===== src/rtl/core/wmf_pkg.sv =====
// package for the window mode finder: field widths, register indexes,
// reset values and the command word passed from front to back
// no dependencies
`timescale 1ns / 1ps
`default_nettype none

package wmf_pkg;

  // payload and register widths
  localparam int VAL_W     = 8;
  localparam int POS_W     = 16;
  localparam int CNT_W     = POS_W + 1;
  localparam int CFG_W     = 16;
  localparam int MAXV_W    = 8;
  localparam int CFG_IDX_W = 2;

  // default number of value bins
  localparam int DEF_VALUE_BINS = 256;

  // command queue depth, power of two
  localparam int QUEUE_DEPTH = 4;

  // saturation point of a bin count
  localparam logic [CNT_W-1:0] CNT_MAX = {CNT_W{1'b1}};

  // register reset values
  localparam logic [POS_W-1:0]  WIN_START_RST = '0;
  localparam logic [POS_W-1:0]  WIN_END_RST   = {POS_W{1'b1}};
  localparam logic [MAXV_W-1:0] MAX_VALUE_RST = {MAXV_W{1'b1}};

  // configuration register indexes
  typedef enum logic [CFG_IDX_W-1:0] {
    CFG_WINDOW_START = 2'd0,
    CFG_WINDOW_END   = 2'd1,
    CFG_MAX_VALUE    = 2'd2
  } cfg_idx_t;

  // classified request from the front to the back
  typedef struct packed {
    logic [VAL_W-1:0] bin;
    logic [POS_W-1:0] pos;
    logic             count_en;
    logic             last;
  } wmf_cmd_t;

endpackage

`default_nettype wire


===== src/rtl/core/wmf_queue.sv =====
// short command queue between the front and the back parts
// depends on wmf_pkg
`timescale 1ns / 1ps
`default_nettype none

module wmf_queue (
  input  wire logic               clk,
  input  wire logic               rst_n,
  input  wire logic               push,
  input  wire wmf_pkg::wmf_cmd_t  push_data,
  output logic                    push_ready,
  input  wire logic               pop,
  output logic                    pop_valid,
  output wmf_pkg::wmf_cmd_t       head
);
  import wmf_pkg::*;

  localparam int PTR_W = $clog2(QUEUE_DEPTH);

  wmf_cmd_t         entry_r [QUEUE_DEPTH];
  logic [PTR_W-1:0] wr_ptr_r, wr_ptr_nxt;
  logic [PTR_W-1:0] rd_ptr_r, rd_ptr_nxt;
  logic [PTR_W:0]   fill_r, fill_nxt;
  logic             do_push;
  logic             do_pop;

  assign push_ready = (fill_r != (PTR_W + 1)'(QUEUE_DEPTH));
  assign pop_valid  = (fill_r != '0);
  assign head       = entry_r[rd_ptr_r];
  assign do_push    = push & push_ready;
  assign do_pop     = pop & pop_valid;

  // pointer and fill bookkeeping
  always_comb begin
    wr_ptr_nxt = do_push ? wr_ptr_r + PTR_W'(1) : wr_ptr_r;
    rd_ptr_nxt = do_pop  ? rd_ptr_r + PTR_W'(1) : rd_ptr_r;
    fill_nxt   = fill_r;
    if (do_push && !do_pop) begin
      fill_nxt = fill_r + (PTR_W + 1)'(1);
    end else if (!do_push && do_pop) begin
      fill_nxt = fill_r - (PTR_W + 1)'(1);
    end
  end

  always_ff @(posedge clk) begin
    if (!rst_n) begin
      wr_ptr_r <= '0;
      rd_ptr_r <= '0;
      fill_r   <= '0;
    end else begin
      wr_ptr_r <= wr_ptr_nxt;
      rd_ptr_r <= rd_ptr_nxt;
      fill_r   <= fill_nxt;
    end
  end

  // storage
  always_ff @(posedge clk) begin
    if (do_push) begin
      entry_r[wr_ptr_r] <= push_data;
    end
  end

endmodule

`default_nettype wire


===== config.mk =====
export PLATFORM = sky130hd
export DESIGN_NAME = wmf_queue
export DESIGN_NICKNAME = d
export VERILOG_FILES = /design/src/rtl/core/wmf_pkg.sv /design/src/rtl/core/wmf_queue.sv
export SDC_FILE = /design/constraint.sdc
export NUM_CORES = 1
export LEC_CHECK = 0
export BUFFER_PORTS_ARGS = -buffer_cell sky130_fd_sc_hd__buf_2
export CAP_MARGIN = 30
export CORE_AREA = 3 3 102 85
export DETAILED_ROUTE_END_ITERATION = 16
export DIE_AREA = 0 0 105 88
export PLACE_DENSITY = 0.87
export SLEW_MARGIN = 0
export SYNTH_ARGS = -nofsm -noshare
export SYNTH_HDL_FRONTEND = slang
export SYNTH_SLANG_ARGS = --single-unit

===== constraint.sdc =====
create_clock -name clk -period 2.71 [get_ports clk]
set_input_delay 0.542 -clock clk [delete_from_list [all_inputs] [get_ports clk]]
set_output_delay 0.542 -clock clk [all_outputs]
set_load 0.03 [all_outputs]

==> reports/results.tsv <==
metric	value	unit
row_count	29	
dpl_worst_slack	389	ps
cts.sinks	113	
cts_setup_buffers	0	
tritoncts	yes	
reg2regPathDepth	8	
fin_setup_tns	0	ps
htree_num_levels	4	
finalWeightedCongestion	0.727	
syn-num-nets	220	
whs	253	ps
vdd_drop_max	0.000884	V
drt-vias-per-instance	5.35	
syn_area	0.00429	mm^2
routed_wl	7.46	mm
vias	2043	
ys_seq_elements	113	
path_clk_slew	60	ps
synthDistinctLibCells	25	
cp_data_required_time	2170	ps
finalMaxSlewViolations	0	
cts_root_buf	clkbuf_8	
hold_buffers	0	
io_buffers	57	
worstHoldPathCells	1	
hpwl	4.27	mm
critPathMaxFanout	14	
cp-start-kind	flop	
worst_pin_slew	406	ps
wl_per_cell	19.5	um
syn_inst	184	
yosysSeqAreaShare	76.9	%
fp.dieH	88	um
hold_path.class	in -> reg	
path_class	reg -> out	
fin_area	0.00530	mm^2
grt_antenna_before_repair	0	
core	0.00776	mm^2
p_leak	1.86	nW
yosys_warnings	0	
grt_overflow	0	
design.die.area	0.00924	mm^2
cp.arrival	1990	ps
nNetsFinal	297	
syn_to_final_growth	23.3	%
grt_pass1_wl	11.9	mm
antenna_left	0	
clockBufferDepth	2	
antennaDiodeCount	0	
rsz0062_at_grt	no	
status	finished, final reports clean	
drt_iter0_markers	104	
die_x	105	um
power_density	1100	mW/mm^2
skew	5.85	ps
post-route-period-util	93.3	%
clock_latency	500	ps
grt_pass1_vias	2155	
drcViolationCount	0	
grt_usage	18.1	%
io_pins	58	
synth.largest_area_cell	edfxtp_1	
fmax	395	MHz
min_period	2530	ps
synth_top_area_share	72.7	%
syn_area_per_cell	23.3	um^2
end_kind	output pin	
cts_buffers	17	
hold_violations	0	
final_layout_size_suffix_gt1_share	41.6	%
synthTopCellsByArea	edfxtp_1 (73%), mux4_2 (10%), dfxtp_1 (4.2%), mux4_1 (3.7%), ha_1 (1.5%)	
slew_headroom	72.9	%
placed_cell_area	0.00470	mm^2
cap_violations	0	
fin_ws	181	ps
start_util	55.3	%
finalSetupViolCount	0	
first_pass_iters	4	
grt_max_degree	27	
[report_power, final]
part / internal [mW] / leakage, nW / total, mW / switching (mW)
Clock: 1.47 / 0.276 / 2.17 / 0.706
Sequential: 2.13 / 1.03 / 2.27 / 0.133
Combinational: 0.566 / 0.556 / 1.39 / 0.825
[cells by family after synthesis]
kind of cell / after synthesis / share of synthesized area (%)
flops: 113 / 76.9
mux: 29 / 14.9
simple gates: 17 / 2.13
buf+inv: 10 / 1.89
fa+ha+maj: 6 / 1.92
compound gates: 5 / 1.43
xor+xnor: 4 / 0.816
[repair_timing]
| item | 4_1_cts | 5_1_grt |
|---|---|---|
| endpoints found under the setup margin | 2 | 0 |
| hold endpoints to repair | 0 | 0 |
| resized for setup | 1 | 0 |
[critical path, stage by stage, from the launching register on]
cell,delay [ps]
dfxtp_4,500
buf_4,240
mux4_2,550
buf_2,200
[stage by stage]
stage	utilization (%)	total power, mW	std cells
global route	68.2	6.09	382
detailed placement	60.6	3.70	350
finish	68.2	5.83	382
floorplan	-	3.36	184
global placement	60.6	3.65	350
CTS	68.2	5.90	382
[state kept, by name (all words and copies together) (netlist names), named ones only]
register and count:
wr_ptr_r 2, entry_r 104, fill_r 3, rd_ptr_r 2
[path summary, 6_finish.rpt]
path	start	endpoint	slack (ps)
max	flop	head[1]	180
min	push_data[10]	entry_r[0][10]$_DFFE_PP_	250
max reg2reg	fill_r[0]$_SDFFE_PN0P_	fill_r[2]$_SDFFE_PN0P_	390
min reg2reg	wr_ptr_r[1]$_SDFFE_PN0P_	wr_ptr_r[1]$_SDFFE_PN0P_	510
[layout make-up]
cell class / count / area, um^2
Sequential cell: 113 / 3310
Multi-Input combinational cell: 61 / 908
Timing Repair Buffer: 65 / 345
Clock inverter: 14 / 170
Inverter: 3 / 11.3
Tap cell: 108 / 135
Clock buffer: 18 / 418
Fill cell: 535 / 2470
[cell usage in the layout (no fill, tap or decap), types with 2 or more instances in the layout]
cell type and n:
and2_1 8, buf_2 57, buf_4 8, bufinv_16 4
clkbuf_16 16, clkinv_1 6, clkinvlp_4 3, dfxtp_1 8
edfxtp_1 104, ha_1 5, inv_1 3, mux2i_1 3
mux4_1 6, mux4_2 20, nand2_1 5, or3_1 2
xnor2_1 3
[Yosys cell counts (all sizes together)]
| cell | instances |
|---|---|
| xor2 | 1 |
| buf | 5 |
| or3 | 2 |
| inv | 3 |
| dfxtp | 9 |
| xnor2 | 3 |
| o21ai | 1 |
| nand2 | 5 |
| nor2b | 1 |
| clkbuf | 2 |
| and2 | 8 |
| o31ai | 1 |
| fa | 1 |
| mux2i | 3 |
| a21boi | 2 |
| nor2 | 1 |
| mux4 | 26 |
| ha | 5 |
| o311ai | 1 |
| edfxtp | 104 |
[layer usage]
| layer | track usage (%) | share of wire (%) | vias up |
|---|---|---|---|
| met5 | 0 | 0 | - |
| met4 | 7.75 | 1.2 | 0 |
| met3 | 6.93 | 6.2 | 11 |
| met2 | 27.7 | 49 | 69 |
| met1 | 23.6 | 44 | 1043 |
| li1 | - | - | 920 |
Note: power is estimated with default switching activity, not from simulation.
