**src/rtl/core/wmf_pkg.sv**
```systemverilog
// package for the window mode finder: field widths, register indexes,
// reset values and the command word passed from front to back
// no dependencies
`timescale 1ns / 1ps
`default_nettype none

package wmf_pkg;

  // payload and register widths
  localparam int VAL_W     = 8;
  localparam int POS_W     = 16;
  localparam int CNT_W     = POS_W + 1;
  localparam int CFG_W     = 16;
  localparam int MAXV_W    = 8;
  localparam int CFG_IDX_W = 2;

  // default number of value bins
  localparam int DEF_VALUE_BINS = 256;

  // command queue depth, power of two
  localparam int QUEUE_DEPTH = 4;

  // saturation point of a bin count
  localparam logic [CNT_W-1:0] CNT_MAX = {CNT_W{1'b1}};

  // register reset values
  localparam logic [POS_W-1:0]  WIN_START_RST = '0;
  localparam logic [POS_W-1:0]  WIN_END_RST   = {POS_W{1'b1}};
  localparam logic [MAXV_W-1:0] MAX_VALUE_RST = {MAXV_W{1'b1}};

  // configuration register indexes
  typedef enum logic [CFG_IDX_W-1:0] {
    CFG_WINDOW_START = 2'd0,
    CFG_WINDOW_END   = 2'd1,
    CFG_MAX_VALUE    = 2'd2
  } cfg_idx_t;

  // classified request from the front to the back
  typedef struct packed {
    logic [VAL_W-1:0] bin;
    logic [POS_W-1:0] pos;
    logic             count_en;
    logic             last;
  } wmf_cmd_t;

endpackage

`default_nettype wire

```
**src/rtl/core/wmf_if.sv**
```systemverilog
// channel interfaces of the window mode finder: sample input and result output
// depends on wmf_pkg
`timescale 1ns / 1ps
`default_nettype none

interface wmf_in_if;
  logic                      valid;
  logic                      ready;
  logic [wmf_pkg::VAL_W-1:0] sample_value;
  logic                      last_sample;

  modport source (output valid, output sample_value, output last_sample, input ready);
  modport sink   (input valid, input sample_value, input last_sample, output ready);
endinterface


`default_nettype wire

```
**src/rtl/core/wmf_front.sv**
```systemverilog
// front part: accepts samples, numbers them and classifies each against
// the window and the value limit; depends on wmf_pkg and wmf_if
`timescale 1ns / 1ps
`default_nettype none

module wmf_front #(
  parameter int VALUE_BINS = wmf_pkg::DEF_VALUE_BINS
) (
  input  wire logic                       clk,
  input  wire logic                       rst_n,
  wmf_in_if.sink                          in_ch,
  input  wire logic [wmf_pkg::POS_W-1:0]  window_start,
  input  wire logic [wmf_pkg::POS_W-1:0]  window_end,
  input  wire logic [wmf_pkg::MAXV_W-1:0] max_value,
  input  wire logic                       clear_busy,
  input  wire logic                       q_ready,
  output wmf_pkg::wmf_cmd_t               q_data,
  output logic                            q_push
);
  import wmf_pkg::*;

  logic [POS_W-1:0] pos_r;
  logic [POS_W-1:0] pos_nxt;
  logic             in_window;
  logic             in_range;

  // no requests while the bin memory is being cleared
  assign in_ch.ready = q_ready & ~clear_busy;
  assign q_push      = in_ch.valid & in_ch.ready;

  // classification
  assign in_window = (pos_r >= window_start) && (pos_r <= window_end);
  assign in_range  = (in_ch.sample_value <= max_value) &&
                     (32'(in_ch.sample_value) < VALUE_BINS);

  always_comb begin
    q_data.bin      = in_ch.sample_value;
    q_data.pos      = pos_r;
    q_data.count_en = in_window & in_range;
    q_data.last     = in_ch.last_sample;
  end

  // position counter, restarts after the last sample
  always_comb begin
    pos_nxt = pos_r;
    if (q_push) begin
      pos_nxt = in_ch.last_sample ? '0 : pos_r + POS_W'(1);
    end
  end

  always_ff @(posedge clk) begin
    if (!rst_n) begin
      pos_r <= '0;
    end else begin
      pos_r <= pos_nxt;
    end
  end

endmodule

`default_nettype wire

```
**src/flat_wrapper.sv**
```systemverilog
// flat-port wrapper written by rule: the top's interface ports become plain ports
module wmf_front_flat import wmf_pkg::*;
#(
  parameter int VALUE_BINS = wmf_pkg::DEF_VALUE_BINS
)
  (clk, rst_n, window_start, window_end, max_value, clear_busy, q_ready, q_data, q_push, in_ch_valid, in_ch_sample_value, in_ch_last_sample, in_ch_ready);
  wmf_in_if in_ch_i ();
  input  wire logic clk;
  input  wire logic rst_n;
  input  wire logic [wmf_pkg::POS_W-1:0] window_start;
  input  wire logic [wmf_pkg::POS_W-1:0] window_end;
  input  wire logic [wmf_pkg::MAXV_W-1:0] max_value;
  input  wire logic clear_busy;
  input  wire logic q_ready;
  output wmf_pkg::wmf_cmd_t q_data;
  output logic q_push;
  input wire logic [$bits(in_ch_i.valid)-1:0] in_ch_valid;
  input wire logic [$bits(in_ch_i.sample_value)-1:0] in_ch_sample_value;
  input wire logic [$bits(in_ch_i.last_sample)-1:0] in_ch_last_sample;
  output wire logic [$bits(in_ch_i.ready)-1:0] in_ch_ready;
  assign in_ch_i.valid = in_ch_valid;
  assign in_ch_i.sample_value = in_ch_sample_value;
  assign in_ch_i.last_sample = in_ch_last_sample;
  assign in_ch_ready = in_ch_i.ready;
  wmf_front #(.VALUE_BINS(VALUE_BINS)) u_core (.clk(clk), .rst_n(rst_n), .in_ch(in_ch_i), .window_start(window_start), .window_end(window_end), .max_value(max_value), .clear_busy(clear_busy), .q_ready(q_ready), .q_data(q_data), .q_push(q_push));
endmodule
```
**config.mk**
```make
export PLATFORM = sky130hd
export DESIGN_NAME = wmf_front_flat
export DESIGN_NICKNAME = d
export VERILOG_FILES = /design/src/rtl/core/wmf_pkg.sv /design/src/rtl/core/wmf_if.sv /design/src/rtl/core/wmf_front.sv /design/src/flat_wrapper.sv
export SDC_FILE = /design/constraint.sdc
export NUM_CORES = 1
export LEC_CHECK = 0
export BUFFER_PORTS_ARGS = -buffer_cell sky130_fd_sc_hd__buf_2
export CAP_MARGIN = 20
export CORE_MARGIN = 5
export CORE_UTILIZATION = 37
export CTS_CLUSTER_SIZE = 30
export DETAILED_ROUTE_END_ITERATION = 8
export HOLD_SLACK_MARGIN = 0.1
export PLACE_DENSITY = 0.66
export SETUP_SLACK_MARGIN = 0.5
export SYNTH_ARGS = -nofsm -noshare
export SYNTH_HDL_FRONTEND = slang
export SYNTH_SLANG_ARGS = --single-unit
```
**constraint.sdc**
```tcl
create_clock -name clk -period 3.2 [get_ports clk]
set_input_delay 0.16 -clock clk [delete_from_list [all_inputs] [get_ports clk]]
set_output_delay 0.16 -clock clk [all_outputs]
set_load 0.005 [all_outputs]
```
==> results of run 1 <==
-- cell type report --
| class | count | area [sq um] | share of cell area (%) |
|---|---|---|---|
| Multi-Input combinational cell | 152 | 1212 | 54.84 |
| Sequential cell | 16 | 320.3 | 14.49 |
| Inverter | 40 | 150.1 | 6.791 |
| Timing Repair Buffer | 81 | 405.4 | 18.34 |
| Clock buffer | 4 | 55.05 | 2.490 |
| Tap cell | 54 | 67.56 | 3.056 |
-- cells by family (layout without fill, tap and decap cells) --
family,after synthesis,count (layout),synth area share [%]
simple gates,60,60,18.68
buf+inv,51,125,13.00
fa+ha+maj,41,41,29.12
compound gates,39,39,14.99
flops,16,16,18.18
xor+xnor,11,11,5.469
mux,1,1,0.5682
-- report_power, final --
part | switching (uW) | total (uW) | internal (uW) | leakage, uW
logic | 50.3 | 107 | 56.5 | 0.00117
clock network | 68.6 | 178 | 109 | 0.0000288
registers | 1.29 | 201 | 200 | 0.000129
total | 120 | 486 | 366 | 0.00133
-- stage by stage --
stage	setup WS (ns)	hold slack, ns	area (sq um)	power [uW]	util (%)
after global routing	0.5841	0.1752	2211	516.2	47.44
after global placement	1.029	0.3924	2156	311.0	46.26
after detailed placement	0.9606	0.3945	2156	313.5	46.26
after floorplan	1.232	0.2882	1762	269.0	-
final	0.6914	0.1364	2211	485.8	47.44
after CTS	0.6912	0.1350	2211	491.5	47.44
-- Yosys cell counts (2+ instances only) --
cell type,n,area (sq um)
xor2_1,9,78.83
nor2b_1,4,25.02
ha_1,41,513.0
a21o_1,6,45.04
a211oi_1,3,22.52
xnor2_1,2,17.52
nand4_1,7,43.79
and3_1,6,37.54
o21ai_0,6,30.03
nand3_1,8,40.04
buf_4,10,75.07
nor2_1,14,52.55
a221oi_2,2,30.03
a21oi_1,12,60.06
inv_1,40,150.1
nand2_1,9,33.78
dfxtp_1,16,320.3
or3_1,4,25.02
o211ai_1,2,15.01
o21ai_1,2,10.01
-- routing by layer --
layer / vias to the layer above / global-route usage (%)
met5: - / 0
met4: 0 / 2.062
met3: 4 / 4.308
met2: 60 / 22.56
met1: 722 / 17.62
li1: 903 / -
-- path summary, 6_finish.rpt --
check / endpoint / slack [ns] / depth (start not counted)
worst max-delay path: q_data[1] / 0.69 / 7
worst min-delay path: u_core.pos_r[3] / 0.14 / 2
worst max register to register: u_core.pos_r[14] / 1.59 / 6
worst min register to register: u_core.pos_r[15] / 0.55 / 2
-- worst register-to-register path, delay by kind of cell (launching register included) --
kind / cells / cell delay [ns]
and+or+nand+nor: 5 / 0.82
DFF: 1 / 0.48
xor gates and xnor gates: 1 / 0.18
==> flow_summary.json, run 1 <==
{
  "yosys_warnings": 0,
  "max_slew_margin_pct": 65.20,
  "ys_dominant_reg_cell": "dfxtp_1",
  "crit_path_top_delay_cell": "dfxtp_1",
  "powerDensity_mw_per_mm2": 219.7,
  "required_ns": 3.04,
  "crit_path_start_kind": "flop",
  "synth.distinct_cells": 36,
  "worst_slew_pin_slew_ns": 0.5207,
  "syn_area_sq_mm": 0.001762,
  "drt_iter0_markers": 46,
  "setup_viol": 0,
  "async_reset_ff_share_pct": 0,
  "num_rows": 25,
  "root_buffer": "clkbuf_8",
  "syn_to_final_growth_pct": 25.50,
  "cts_sinks": 16,
  "path_delay_family": "compound AO/OA/AOI/OAI gates",
  "io_buffers": 81,
  "vias_per_cell": 4.867,
  "ios": 82,
  "path_cells": "ha_1 > a21o_1 > a221o_1 > a221oi_2 > o21ai_1 > a221oi_2 > buf_2",
  "max_freq_mhz": 398.6,
  "core_sq_mm": 0.004661,
  "rsz0062_at_grt": "false",
  "regToRegStartpoint": "u_core.pos_r[4]",
  "avgRoutedWirePerCell_um": 12.27,
  "start_util_pct": 37.80,
  "regMostFlops": "u_core.pos_r",
  "final_hold_viol_count": 0,
  "dieArea_sq_mm": 0.006241,
  "arrival_ns": 2.35,
  "worst-path-max-fanout": 7,
  "detail-route-antenna-nets": 0,
  "most-common-layout-cells": "81 x buf_2, 41 x ha_1, 40 x inv_1",
  "synth_nets": 314,
  "cp_slowest_stage_delay_ns": 0.46,
  "fp.dieH_um": 79,
  "fin_setup_tns_ns": 0,
  "cts_buffers": 3,
  "die_w_um": 79,
  "grt.total_usage_pct": 13.61,
  "drt-total-wl_um": 4257,
  "num_vias": 1689,
  "total_leakage_power_uw": 0.001331,
  "cts_tree": "yes",
  "syn_inst": 219,
  "critical_path.endpoint_type": "output port",
  "antenna_cells": 0,
  "synth.avg_cell_area_sq_um": 8.044,
  "postCtsResizedCells": 0,
  "wirelength_met1_um": 2011,
  "min_period_ns": 2.509,
  "min_from": "rst_n",
  "layout-drive-gt1-share_pct": 31.06,
  "top_layer": "met4",
  "period_share_pct": 78.40,
  "clk_path_buf_depth": 2,
  "min_path_type": "input port to flop",
  "cp-startpoint": "u_core.pos_r[9]",
  "placedCellCount": 343,
  "cpMostUsedCell": "a221oi_2",
  "criticalPathCategory": "flop to output port",
  "ys_seq_area_share_pct": 18.18,
  "grt_max_degree": 16,
  "htree_num_levels": 1,
  "worst-path-buf-inv": 1,
  "synth-seq-cells": 16,
  "cts_setup_buffers": 0,
  "clkTransAtPathRegs_ns": 0.06,
  "dr.pass1.iters": 7,
  "dr_wl_met3_um": 323,
  "reg_top3": "u_core.pos_r: 16 flops",
  "drc": 0,
  "wl_met2_um": 1890,
  "synth_edf_count": 0,
  "drv_cap": 0,
  "grt_overflow": 0,
  "gp_congestion": 0.9178,
  "irDropWorstVdd_uv": 187.3,
  "cts_hold_buffers": 0,
  "skew_ns": 0.002107,
  "final_common_cell": "buf_2",
  "dpl.hpwl_um": 3728,
  "finalMaxSlewViolations": 0,
  "grt_pass1_vias": 1628,
  "grt_pass1_wl_um": 7024,
  "antenna_found_initial": 0,
  "stdcell_count": 347,
  "clock_latency_ns": 0.25,
  "fillers": 486,
  "status": "completed",
  "largest_reg_flops": 16,
  "fin_nets": 389
}
(Power assumes the default switching activity.)
==> run 2: changes to the inputs <==
Settings changed: PLACE_DENSITY 0.66 to 0.68.
Clock period 3.2 ns to 2.23 ns, I/O delays scaled along.
==> run 2 against run 1 <==
Against the previous run:
- the flow now finishes with violations (setup timing)
- register-to-register slack worse by 0.95 ns
- via count rose by 3.7%
- clock skew grew 0.0025 ns
- core utilization grew 3.0 points
- clock power is 51% higher
- combinational power up 56%
- first-iteration DRC count up 13%
- cell count up 1.4%
- global-route usage is 0.72 points higher
==> flow_summary.json, run 2 (same netlist as run 1, synthesis figures left out) <==
{
  "crit_path_top_delay_cell": "or3_1",
  "criticalPathCategory": "flop to output port",
  "io_buffers": 81,
  "path_delay_family": "simple AND/OR/NAND/NOR gates",
  "max_freq_mhz": 445.1,
  "arrival_ns": 2.13,
  "die_w_um": 79,
  "drv_cap": 0,
  "post-route-util_pct": 50.47,
  "violations": "setup timing",
  "vias_per_cell": 4.977,
  "cp_slowest_stage_delay_ns": 0.40,
  "start_util_pct": 37.80,
  "setup_slack_ns": -0.01645,
  "cts_tree": "yes",
  "regMostFlops": "u_core.pos_r",
  "irDropWorstVdd_uv": 156.4,
  "drc": 0,
  "holdWs_ns": 0.2517,
  "dieArea_sq_mm": 0.006241,
  "whs_path_depth": 4,
  "place_area_sq_mm": 0.002233,
  "num_rows": 25,
  "antenna_found_initial": 0,
  "cts_buffers": 3,
  "final_hold_viol_count": 0,
  "setup_viol": 1,
  "ios": 82,
  "clk_path_buf_depth": 2,
  "grt.total_usage_pct": 14.33,
  "dpl.hpwl_um": 3690,
  "grt_overflow": 0,
  "crit_path_start_kind": "flop",
  "grt_pass1_wl_um": 7293,
  "fp.dieH_um": 79,
  "drt_iter0_markers": 52,
  "required_ns": 2.12,
  "worst-path-max-fanout": 7,
  "multi_input_area_sq_mm": 0.001295,
  "skew_ns": 0.004584,
  "rsz0062_at_grt": "true",
  "htree_num_levels": 1,
  "root_buffer": "clkbuf_8",
  "syn_to_final_growth_pct": 33.52,
  "pre_cts_ws_ns": 0.1228,
  "period_share_pct": 100.7,
  "num_vias": 1752,
  "reg_top3": "u_core.pos_r: 16 flops",
  "antenna_cells": 0,
  "cts_sinks": 16,
  "min_from": "in_ch_last_sample",
  "min_path_type": "input port to flop",
  "dr.pass1.iters": 4,
  "powerDensity_mw_per_mm2": 305.7,
  "total_leakage_power_uw": 0.001360,
  "rrSetupSlack_ns": 0.64,
  "reg2reg_to": "u_core.pos_r[13]",
  "layout-drive-gt1-share_pct": 37.58,
  "drt-total-wl_um": 4482,
  "worst-path-buf-inv": 1,
  "grt_max_degree": 16,
  "largest_reg_flops": 16,
  "finalMaxSlewViolations": 0,
  "status": "complete, but fails checks",
  "fillers": 460,
  "fin_nets": 394,
  "clock_latency_ns": 0.26,
  "regToRegStartpoint": "u_core.pos_r[2]",
  "worst_slew_pin_slew_ns": 0.5652,
  "core_sq_mm": 0.004661,
  "seqCellArea_sq_um": 339.1,
  "gp_congestion": 0.7910,
  "path_cells": "ha_1 > and4_4 > nand4_1 > or3_1 > a221oi_2 > buf_2",
  "max_slew_margin_pct": 62.23,
  "r2r_cells": 6,
  "cp-startpoint": "u_core.pos_r[12]",
  "grt_pass1_vias": 1694,
  "final_common_cell": "buf_2",
  "clkTransAtPathRegs_ns": 0.07,
  "holdPathEnd": "u_core.pos_r[3]",
  "avgRoutedWirePerCell_um": 12.73,
  "min_period_ns": 2.246,
  "most-common-layout-cells": "81 x buf_2, 40 x inv_1, 35 x ha_1",
  "detail-route-antenna-nets": 0,
  "critical_path.endpoint_type": "output port",
  "fin_area_sq_mm": 0.002352
}
[run 2: cell count changes in the layout (fill, tap and decap cells not counted), sizes merged]
cell	previous run	this run
buf	81	85
dlygate4sd3	0	1
[run 2: layout make-up]
class / instances / share of cell area (%)
sequential: 16 / 14.41
multi-input combinational: 152 / 55.05
inverter: 40 / 6.383
tap: 54 / 2.872
timing repair buffer: 86 / 18.94
clock buffer: 4 / 2.340
[run 2: per-layer routing]
layer / global-route usage (%) / up-vias / wire length (um)
met1: 17.84 / 781 / 1962
met3: 2.608 / 5 / 308
met2: 25.34 / 59 / 2164
met5: 0 / - / 0
met4: 3.608 / 0 / 46
li1: - / 907 / -
[run 2: per-stage QoR]
step | std cells | setup TNS [ns] | total power (uW)
finish | 352 | -0.01645 | 719.0
detailed placement | 345 | 0 | 454.9
CTS | 352 | -0.009897 | 725.9
floorplan | 219 | 0 | 386.8
global placement | 345 | 0 | 452.5
global route | 352 | -0.07165 | 764.9
[run 2: where the power goes]
| part | switching, uW | internal, uW |
|---|---|---|
| clock | 111 | 157 |
| combinational | 79.7 | 86.9 |
| sequential | 0.826 | 283 |
[run 2: worst register-to-register path, cell delays in order, from the launching register on]
cell and delay (ns):
dfxtp_1 0.46, and3_1 0.22, and2_4 0.17, and3_1 0.26
nand3_1 0.13, xor2_1 0.17, nor2_1 0.05
[run 2: worst max-delay path by stage]
| stage | to | cells after the start |
|---|---|---|
| 3_3_place_gp | q_data[1] | 8 |
| 5_1_grt | q_data[1] | 7 |
| 2_1_floorplan | q_data[1] | 5 |
| 6_report | q_data[1] | 6 |
| 3_5_place_dp | q_data[1] | 8 |
| 4_1_cts | q_data[1] | 7 |
[run 2: timing repair]
item                                   4_1_cts  5_1_grt
gates cloned                                 0        0
setup buffers                                2        0
setup endpoints to repair                    1        6
hold buffers                                 1        0
gates resized for setup                      4        4
endpoints found under the hold margin        1        0
pin swaps                                    2        1
